`config.mk`:
```
export PLATFORM = sky130hd
export DESIGN_NAME = spi_clock_divider_search_top_flat
export DESIGN_NICKNAME = d
export VERILOG_FILES = /design/src/hw/rtl/scds_pkg.sv /design/src/hw/rtl/scds_if.sv /design/src/hw/rtl/scds_div.sv /design/src/hw/rtl/spi_clock_divider_search_top.sv /design/src/flat_wrapper.sv
export SDC_FILE = /design/constraint.sdc
export NUM_CORES = 1
export LEC_CHECK = 0
export BUFFER_PORTS_ARGS = -buffer_cell sky130_fd_sc_hd__buf_2
export CAP_MARGIN = 0
export CORE_MARGIN = 2
export CORE_UTILIZATION = 28
export DETAILED_ROUTE_END_ITERATION = 10
export HOLD_SLACK_MARGIN = 0.1
export SLEW_MARGIN = 20
export SYNTH_ARGS = -nofsm -noshare
export SYNTH_HDL_FRONTEND = slang
export SYNTH_SLANG_ARGS = --single-unit
export TNS_END_PERCENT = 50
```
`constraint.sdc`:
```
create_clock -name clk -period 7.3 [get_ports clk]
set_input_delay 1.095 -clock clk [delete_from_list [all_inputs] [get_ports clk]]
set_output_delay 1.095 -clock clk [all_outputs]
set_load 0.05 [all_outputs]
```
`src/hw/rtl/scds_pkg.sv`:
```
// ----------------------------------------------------------------------------
// scds_pkg
// Shared widths, constants and types for the serial clock divider search.
// ----------------------------------------------------------------------------
`default_nettype none

package scds_pkg;

  localparam int DIVIDER_BITS  = 8;
  localparam int PRESCALE_BITS = 3;

  localparam int SRC_W  = 30;
  localparam int TGT_W  = 27;
  localparam int RATE_W = 30;

  localparam int MAX_DIV = (1 << DIVIDER_BITS) - 1;
  localparam int MAX_PRE = (1 << PRESCALE_BITS) - 1;

  localparam int NUM_W = SRC_W;
  localparam int DEN_W = TGT_W + MAX_PRE;
  localparam int CNT_W = $clog2(NUM_W);

  localparam logic [SRC_W-1:0] SRC_RESET = SRC_W'(24000000);

  localparam logic [DEN_W-1:0] BASE_DEN = DEN_W'((MAX_DIV + 2) << MAX_PRE);

  typedef enum logic [2:0] {
    ST_IDLE,
    ST_BASE_ISSUE,
    ST_BASE_WAIT,
    ST_CHECK,
    ST_Q_ISSUE,
    ST_Q_WAIT,
    ST_R_ISSUE,
    ST_R_WAIT
  } scds_state_t;

  typedef struct packed {
    logic             start;
    logic [NUM_W-1:0] num;
    logic [DEN_W-1:0] den;
  } scds_div_req_t;

  typedef struct packed {
    logic             busy;
    logic             done;
    logic [NUM_W-1:0] quot;
  } scds_div_rsp_t;

endpackage

`default_nettype wire

```
`src/hw/rtl/scds_if.sv`:
```
// ----------------------------------------------------------------------------
// scds_if
// Valid/ready channels for the target rate beat and the result beat.
// ----------------------------------------------------------------------------
`default_nettype none

interface scds_in_if;
  import scds_pkg::*;

  logic             valid;
  logic             ready;
  logic [TGT_W-1:0] target_rate_hz;

  modport source (output valid, output target_rate_hz, input ready);
  modport sink (input valid, input target_rate_hz, output ready);
endinterface

interface scds_out_if;
  import scds_pkg::*;

  logic                     valid;
  logic                     ready;
  logic [DIVIDER_BITS-1:0]  clock_divider;
  logic [PRESCALE_BITS-1:0] prescale_shift;
  logic [RATE_W-1:0]        achieved_rate_hz;

  modport source (output valid, output clock_divider, output prescale_shift,
                  output achieved_rate_hz, input ready);
  modport sink (input valid, input clock_divider, input prescale_shift,
                input achieved_rate_hz, output ready);
endinterface

`default_nettype wire

```
`src/hw/rtl/scds_div.sv`:
```
// ----------------------------------------------------------------------------
// scds_div
// Shared restoring divider, one quotient bit per cycle, rounds up.
// ----------------------------------------------------------------------------
`default_nettype none

module scds_div
  import scds_pkg::*;
(
  input  wire logic          clk,
  input  wire logic          rst_n,
  input  wire scds_div_req_t req,
  output scds_div_rsp_t      rsp
);

  logic             busy_r;
  logic             done_r;
  logic [CNT_W-1:0] cnt_r;
  logic [NUM_W-1:0] num_r;
  logic [DEN_W-1:0] rem_r;
  logic [DEN_W-1:0] den_r;

  logic [DEN_W:0]   trial;
  logic             ge;
  logic [DEN_W-1:0] rem_nxt;
  logic             last;

  always_comb begin
    trial   = {rem_r, num_r[NUM_W-1]};
    ge      = (trial >= {1'b0, den_r});
    rem_nxt = ge ? DEN_W'(trial - {1'b0, den_r}) : trial[DEN_W-1:0];
    last    = (cnt_r == CNT_W'(NUM_W - 1));
  end

  always_ff @(posedge clk) begin
    if (!rst_n) begin
      busy_r <= 1'b0;
      done_r <= 1'b0;
      cnt_r  <= '0;
    end else begin
      done_r <= busy_r && last;
      if (req.start && !busy_r) begin
        busy_r <= 1'b1;
        cnt_r  <= '0;
      end else if (busy_r) begin
        cnt_r <= cnt_r + CNT_W'(1);
        if (last) begin
          busy_r <= 1'b0;
        end
      end
    end
  end

  always_ff @(posedge clk) begin
    if (req.start && !busy_r) begin
      num_r <= req.num;
      den_r <= req.den;
      rem_r <= '0;
    end else if (busy_r) begin
      num_r <= {num_r[NUM_W-2:0], ge};
      rem_r <= rem_nxt;
    end
  end

  always_comb begin
    rsp.busy = busy_r;
    rsp.done = done_r;
    if (den_r == '0) begin
      rsp.quot = '0;
    end else begin
      rsp.quot = num_r + NUM_W'(rem_r != '0);
    end
  end

`ifndef SYNTHESIS
  a_start_idle: assert property (@(posedge clk) disable iff (!rst_n)
    req.start |-> !busy_r)
    else $error("divider started while busy");

  a_done_after_busy: assert property (@(posedge clk) disable iff (!rst_n)
    done_r |-> $past(busy_r) && !busy_r)
    else $error("divider done without a run");
`endif

endmodule

`default_nettype wire

```
`src/hw/rtl/spi_clock_divider_search_top.sv`:
```
// Flow: an accepted beat starts a base division for the slowest setting; then,
// while the target is above the best rate, each prescaler tried runs a quotient
// division and a rate division and returns to the check step. One beat at a
// time; the next beat is taken the cycle after the result is loaded. Each
// division issues, produces a 30-bit quotient and hands it back. Reset:
// synchronous, active low; clears the sequencer and output valid and sets src_r to 24000000.
// ----------------------------------------------------------------------------
// spi_clock_divider_search_top
// Searches prescaler and divider for the fastest serial clock not above the
// target (else the slowest setting) with one shared divider, small sequencer.
// ----------------------------------------------------------------------------
`default_nettype none

module spi_clock_divider_search_top
  import scds_pkg::*;
(
  input  wire logic             clk,
  input  wire logic             rst_n,
  input  wire logic             cfg_we,
  input  wire logic [SRC_W-1:0] cfg_wdata,
  scds_in_if.sink               in_ch,
  scds_out_if.source            out_ch
);

  scds_state_t state_r;
  scds_state_t state_nxt;

  logic [SRC_W-1:0]         src_r;
  logic [TGT_W-1:0]         target_r;
  logic [PRESCALE_BITS-1:0] pre_r;
  logic [DIVIDER_BITS-1:0]  cand_div_r;
  logic [DIVIDER_BITS-1:0]  best_div_r;
  logic [PRESCALE_BITS-1:0] best_pre_r;
  logic [RATE_W-1:0]        best_rate_r;

  logic                     out_valid_r;
  logic [DIVIDER_BITS-1:0]  out_div_r;
  logic [PRESCALE_BITS-1:0] out_pre_r;
  logic [RATE_W-1:0]        out_rate_r;

  scds_div_req_t div_req;
  scds_div_rsp_t div_rsp;

  logic             in_take;
  logic             out_free;
  logic             keep_going;
  logic             pre_last;
  logic             better;
  logic [DIVIDER_BITS-1:0] clamp_div;

  scds_div u_div (
    .clk   (clk),
    .rst_n (rst_n),
    .req   (div_req),
    .rsp   (div_rsp)
  );

  always_comb begin
    in_take    = in_ch.valid && in_ch.ready;
    out_free   = !out_valid_r || out_ch.ready;
    keep_going = ({{(RATE_W - TGT_W){1'b0}}, target_r} > best_rate_r);
    pre_last   = (pre_r == PRESCALE_BITS'(MAX_PRE));
    better     = (div_rsp.quot <= {{(RATE_W - TGT_W){1'b0}}, target_r})
                 && (div_rsp.quot > best_rate_r);
    if (div_rsp.quot < NUM_W'(2)) begin
      clamp_div = '0;
    end else if ((div_rsp.quot - NUM_W'(2)) > NUM_W'(MAX_DIV)) begin
      clamp_div = DIVIDER_BITS'(MAX_DIV);
    end else begin
      clamp_div = DIVIDER_BITS'(div_rsp.quot - NUM_W'(2));
    end
  end

  // next state
  always_comb begin
    state_nxt = state_r;
    case (state_r)
      ST_IDLE: begin
        if (in_take) begin
          state_nxt = ST_BASE_ISSUE;
        end
      end
      ST_BASE_ISSUE: state_nxt = ST_BASE_WAIT;
      ST_BASE_WAIT: begin
        if (div_rsp.done) begin
          state_nxt = ST_CHECK;
        end
      end
      ST_CHECK: begin
        if (keep_going) begin
          state_nxt = ST_Q_ISSUE;
        end else if (out_free) begin
          state_nxt = ST_IDLE;
        end
      end
      ST_Q_ISSUE: state_nxt = ST_Q_WAIT;
      ST_Q_WAIT: begin
        if (div_rsp.done) begin
          state_nxt = ST_R_ISSUE;
        end
      end
      ST_R_ISSUE: state_nxt = ST_R_WAIT;
      ST_R_WAIT: begin
        if (div_rsp.done) begin
          state_nxt = ST_CHECK;
        end
      end
      default: state_nxt = ST_IDLE;
    endcase
  end

  // outputs of the sequencer
  always_comb begin
    div_req.start = 1'b0;
    div_req.num   = src_r;
    div_req.den   = BASE_DEN;
    case (state_r)
      ST_BASE_ISSUE: begin
        div_req.start = 1'b1;
      end
      ST_Q_ISSUE: begin
        div_req.start = 1'b1;
        div_req.den   = DEN_W'(target_r) << pre_r;
      end
      ST_R_ISSUE: begin
        div_req.start = 1'b1;
        div_req.den   = (DEN_W'(cand_div_r) + DEN_W'(2)) << pre_r;
      end
      default: begin
        div_req.start = 1'b0;
      end
    endcase
  end

  always_ff @(posedge clk) begin
    if (!rst_n) begin
      state_r     <= ST_IDLE;
      src_r       <= SRC_RESET;
      out_valid_r <= 1'b0;
    end else begin
      state_r <= state_nxt;
      if (cfg_we) begin
        src_r <= cfg_wdata;
      end
      if (state_r == ST_CHECK && !keep_going && out_free) begin
        out_valid_r <= 1'b1;
      end else if (out_ch.ready) begin
        out_valid_r <= 1'b0;
      end
    end
  end

  always_ff @(posedge clk) begin
    if (in_take) begin
      target_r <= in_ch.target_rate_hz;
    end
    case (state_r)
      ST_BASE_WAIT: begin
        pre_r       <= '0;
        best_div_r  <= DIVIDER_BITS'(MAX_DIV);
        best_pre_r  <= PRESCALE_BITS'(MAX_PRE);
        best_rate_r <= div_rsp.quot;
      end
      ST_Q_WAIT: begin
        if (div_rsp.done) begin
          cand_div_r <= clamp_div;
        end
      end
      ST_R_WAIT: begin
        if (div_rsp.done) begin
          if (better) begin
            best_rate_r <= div_rsp.quot;
            best_div_r  <= cand_div_r;
            best_pre_r  <= pre_r;
          end
          if (pre_last) begin
            // last prescaler: no more candidates
            target_r <= '0;
          end else begin
            pre_r <= pre_r + PRESCALE_BITS'(1);
          end
        end
      end
      ST_CHECK: begin
        if (!keep_going && out_free) begin
          out_div_r  <= best_div_r;
          out_pre_r  <= best_pre_r;
          out_rate_r <= best_rate_r;
        end
      end
      default: begin
        pre_r <= pre_r;
      end
    endcase
  end

  assign in_ch.ready             = (state_r == ST_IDLE);
  assign out_ch.valid            = out_valid_r;
  assign out_ch.clock_divider    = out_div_r;
  assign out_ch.prescale_shift   = out_pre_r;
  assign out_ch.achieved_rate_hz = out_rate_r;

`ifndef SYNTHESIS
  a_accept_starts: assert property (@(posedge clk) disable iff (!rst_n)
    (in_ch.valid && in_ch.ready) |=> state_r == ST_BASE_ISSUE)
    else $error("accepted beat did not start the search");

  a_result_from_check: assert property (@(posedge clk) disable iff (!rst_n)
    $rose(out_valid_r) |-> $past(state_r == ST_CHECK))
    else $error("result loaded outside the check step");

  a_best_grows: assert property (@(posedge clk) disable iff (!rst_n)
    (state_r == ST_CHECK && $past(state_r == ST_R_WAIT))
      |-> best_rate_r >= $past(best_rate_r))
    else $error("best rate went down");
`endif

endmodule

`default_nettype wire
```
`src/flat_wrapper.sv`:
```
// flat-port wrapper written by rule: the top's interface ports become plain ports
module spi_clock_divider_search_top_flat import scds_pkg::*;
  (clk, rst_n, cfg_we, cfg_wdata, in_ch_valid, in_ch_target_rate_hz, in_ch_ready, out_ch_valid, out_ch_clock_divider, out_ch_prescale_shift, out_ch_achieved_rate_hz, out_ch_ready);
  scds_in_if in_ch_i ();
  scds_out_if out_ch_i ();
  input  wire logic clk;
  input  wire logic rst_n;
  input  wire logic cfg_we;
  input  wire logic [SRC_W-1:0] cfg_wdata;
  input wire logic [$bits(in_ch_i.valid)-1:0] in_ch_valid;
  input wire logic [$bits(in_ch_i.target_rate_hz)-1:0] in_ch_target_rate_hz;
  output wire logic [$bits(in_ch_i.ready)-1:0] in_ch_ready;
  output wire logic [$bits(out_ch_i.valid)-1:0] out_ch_valid;
  output wire logic [$bits(out_ch_i.clock_divider)-1:0] out_ch_clock_divider;
  output wire logic [$bits(out_ch_i.prescale_shift)-1:0] out_ch_prescale_shift;
  output wire logic [$bits(out_ch_i.achieved_rate_hz)-1:0] out_ch_achieved_rate_hz;
  input wire logic [$bits(out_ch_i.ready)-1:0] out_ch_ready;
  assign in_ch_i.valid = in_ch_valid;
  assign in_ch_i.target_rate_hz = in_ch_target_rate_hz;
  assign in_ch_ready = in_ch_i.ready;
  assign out_ch_valid = out_ch_i.valid;
  assign out_ch_clock_divider = out_ch_i.clock_divider;
  assign out_ch_prescale_shift = out_ch_i.prescale_shift;
  assign out_ch_achieved_rate_hz = out_ch_i.achieved_rate_hz;
  assign out_ch_i.ready = out_ch_ready;
  spi_clock_divider_search_top u_core (.clk(clk), .rst_n(rst_n), .cfg_we(cfg_we), .cfg_wdata(cfg_wdata), .in_ch(in_ch_i), .out_ch(out_ch_i));
endmodule
```
==> flow_summary.json <==
{
  "critPathKind": "flop to flop",
  "clk_pin_slew_worst_paths_ns": 0.06,
  "fp.dieW_microns": 244,
  "dr.first_iter.drc_count": 948,
  "hold_viol_final": 0,
  "synth_cell_type_count": 79,
  "drive_above_1_share_pct": 13.7,
  "clock-root-buffer": "clkbuf_16",
  "grt_pass1_vias": 12900,
  "drt_wl_total_microns": 46100,
  "tightest_slew_ns": 1.02,
  "final_max_slew_viol_count": 0,
  "critical_path.top_delay_family": "simple AND/OR/NAND/NOR gates",
  "drc": 0,
  "rows": 87,
  "synth-edff-count": 157,
  "synthTopCellsByArea": "edfxtp_1 (29%), dfxtp_1 (13%), ha_1 (9.8%), nand2_1 (4.5%), nor2_1 (3.9%)",
  "diodes": 0,
  "min_period_ns": 6.02,
  "vias": 13000,
  "n_fill_cell": 5844,
  "cellLeakagePower_nw": 7.32,
  "cp.arrival_ns": 6.22,
  "synth_top_area_cell": "edfxtp_1",
  "synth.ff_latch_count": 259,
  "dp.final_hpwl_microns": 35800,
  "r2r_slack_ns": 1.28,
  "ios": 105,
  "synth-main-ff-cell": "edfxtp_1",
  "post_cts_buffers": 0,
  "dieArea_sq_um": 59400,
  "tritoncts": "yes",
  "cts_sinks": 259,
  "netlist.area_leader.share_pct": 29.3,
  "grt_pass1_wl_microns": 71900,
  "setup_tns_ns": 0,
  "portBuffers": 104,
  "max_stage_delay_ns": 0.59,
  "postSynthAreaPerCell_sq_um": 9.32,
  "first_pass_iters": 5,
  "clock-skew-final_ns": 0.0240,
  "grt_max_degree": 49,
  "core_region_area_sq_um": 56600,
  "viasPerCell": 5.06,
  "r2r_cells": 18,
  "synth_nets": 1916,
  "p_total_w": 0.00716,
  "status": "completed",
  "endpoint_kind": "flop",
  "finalNetCount": 1983,
  "ir_worst_vdd_v": 0.000184,
  "wire_per_inst_microns": 17.9,
  "fin_ws_ns": 1.28,
  "powerDensity_nw_per_um2": 388,
  "hold_depth": 0,
  "grt_usage_pct": 15.2,
  "crit_fanout": 41,
  "ant_nets": 0,
  "cts.repair.resized": 0,
  "ys_seq_area_share_pct": 42.0,
  "startpoint_type": "flop",
  "timing.fmax_ghz": 0.166,
  "htree_levels": 1,
  "critPathRequiredTime_ns": 7.50,
  "cap_viol_max_count": 0,
  "synth_cells": 1727,
  "place.gp.congestion": 0.903,
  "synth.most_common_cell": "nand2_1",
  "worstPathCellList": "nor4_1 > nand3_1 > nor2_1 > nand3_1 > ha_1 > nand2_1 > or2_0 > xor2_1 > nor2_1 > ha_1 > o211ai_1 > a2111oi_0 > o221ai_1 > o2111ai_1 > nand4_1 > o21bai_1 > a22oi_2 > buf_4",
  "rsz0062_at_grt": "false",
  "finalCritPeriodShare_pct": 82.5,
  "fin_util_pct": 32.6,
  "yosysWarnings": 0,
  "synthArstFlopShare_pct": 0,
  "pre_cts_ws_ns": 1.27,
  "syn_to_final_growth_pct": 14.6,
  "r2r_end": "u_core.best_div_r[1]",
  "clockBufferDepth": 3,
  "critPathSlowestCell": "a2111oi_0",
  "worstHoldPathType": "flop to flop",
  "whs_endpoint": "u_core.out_ch.clock_divider[0]",
  "setup-violations-final": 0,
  "slew_headroom_pct": 31.7,
  "hp-start": "u_core.best_div_r[0]",
  "synthTopCellsByCount": "nand2_1 (193), nor2_1 (167), edfxtp_1 (157), ha_1 (126), a21oi_1 (116)",
  "die_h_microns": 244,
  "cts_buffers": 30,
  "grt_remaining_overflow": 0,
  "syn_area_sq_um": 16100,
  "clk_latency_ns": 0.58,
  "cts_hold_buf": 0,
  "initial_core_util_pct": 28.4,
  "antenna_found_initial": 2,
  "r2r-start": "u_core.u_div.rem_r[25]",
  "critical_path_buf_inv_count": 1
}
-- logic make-up (layout without fill, tap and decap cells) --
family / after synthesis / after routing / share of synthesized area, %
buf+inv: 197 / 288 / 4.70
mux: 106 / 106 / 7.00
compound gates: 361 / 361 / 14.4
xor+xnor: 75 / 75 / 4.08
fa+ha+maj: 127 / 127 / 9.92
simple gates: 602 / 602 / 17.9
flops: 259 / 259 / 42.0
-- worst max-delay path by stage --
stage	start	end	slack [ns]	depth (start not counted)
after floorplan	u_core.u_div.den_r[12]	u_core.best_div_r[0]	1.06	18
after global placement	u_core.u_div.rem_r[25]	u_core.best_pre_r[1]	1.34	18
after detailed placement	u_core.u_div.rem_r[24]	u_core.best_rate_r[0]	1.27	18
after CTS	u_core.u_div.rem_r[24]	u_core.best_pre_r[1]	1.26	18
after global routing	u_core.u_div.rem_r[24]	u_core.best_div_r[3]	0.89	18
final	u_core.u_div.rem_r[25]	u_core.best_div_r[1]	1.28	18
-- final cells by class --
type                       count  area [sq um]  area share [%]
timing repair buffer         117           626            3.39
inverter                     115           432            2.34
clock inverter                23           259            1.40
sequential                   259          6760            36.6
multi-input combinational   1271          8630            46.8
tap                          756           946            5.13
clock buffer                  33           793            4.30
-- worst register-to-register path, delay by kind of cell, from the launching register on --
kind	cells	cell delay, ns
AOI/OAI and AO/OA	6	1.45
xor gates and xnor gates	1	0.38
adders and majority gates	2	0.77
buffers and inverters	1	0.50
DFF	1	0.34
and+or+nand+nor	8	2.16
-- layout by cell type (no fill, tap or decap), types with 43 or more instances in the layout --
cell type | synthesis | routed
nand2_1 | 193 | 193
nor2_1 | 167 | 165
edfxtp_1 | 157 | 157
ha_1 | 126 | 126
a21oi_1 | 116 | 116
inv_1 | 114 | 114
buf_2 | 8 | 104
dfxtp_1 | 102 | 102
o21ai_0 | 76 | 76
mux2i_1 | 62 | 62
mux2_2 | 43 | 43
-- where the power goes --
part | total (W) | internal [W] | switching (W)
sequential | 0.00226 | 0.00191 | 0.000350
clock | 0.00160 | 0.000936 | 0.000662
combinational | 0.00330 | 0.00126 | 0.00204
-- sequential cells by signal, indices dropped and copies added (netlist names), 5 cells and up --
| signal | cells |
|---|---|
| u_core.cand_div_r | 8 |
| u_core.u_div.den_r | 34 |
| u_core.u_div.cnt_r | 5 |
| u_core.best_div_r | 8 |
| u_core.out_ch.clock_divider | 8 |
| u_core.u_div.num_r | 30 |
| u_core.best_rate_r | 30 |
| u_core.out_ch.achieved_rate_hz | 30 |
| u_core.target_r | 27 |
| u_core.src_r | 30 |
| u_core.u_div.rem_r | 34 |
-- layer usage --
metal / part of all wire, % / vias to the layer above / routed length (microns) / track usage [%]
li1: - / 6384 / - / -
met1: 45 / 6205 / 20900 / 20.4
met2: 48 / 371 / 22000 / 25.8
met3: 4.9 / 66 / 2260 / 2.00
met4: 2.1 / 0 / 971 / 3.57
met5: 0 / - / 0 / 0
-- metrics by stage --
stage / instances / hold slack (ns) / instance area [sq um]
after detailed placement: 2517 / 0.412 / 17400
after global routing: 2574 / 0.439 / 18400
after floorplan: 1727 / 0.400 / 16100
after CTS: 2573 / 0.426 / 18400
after global placement: 2517 / 0.415 / 17400
final: 2574 / 0.423 / 18400
Note: power is estimated with default switching activity, not from simulation.
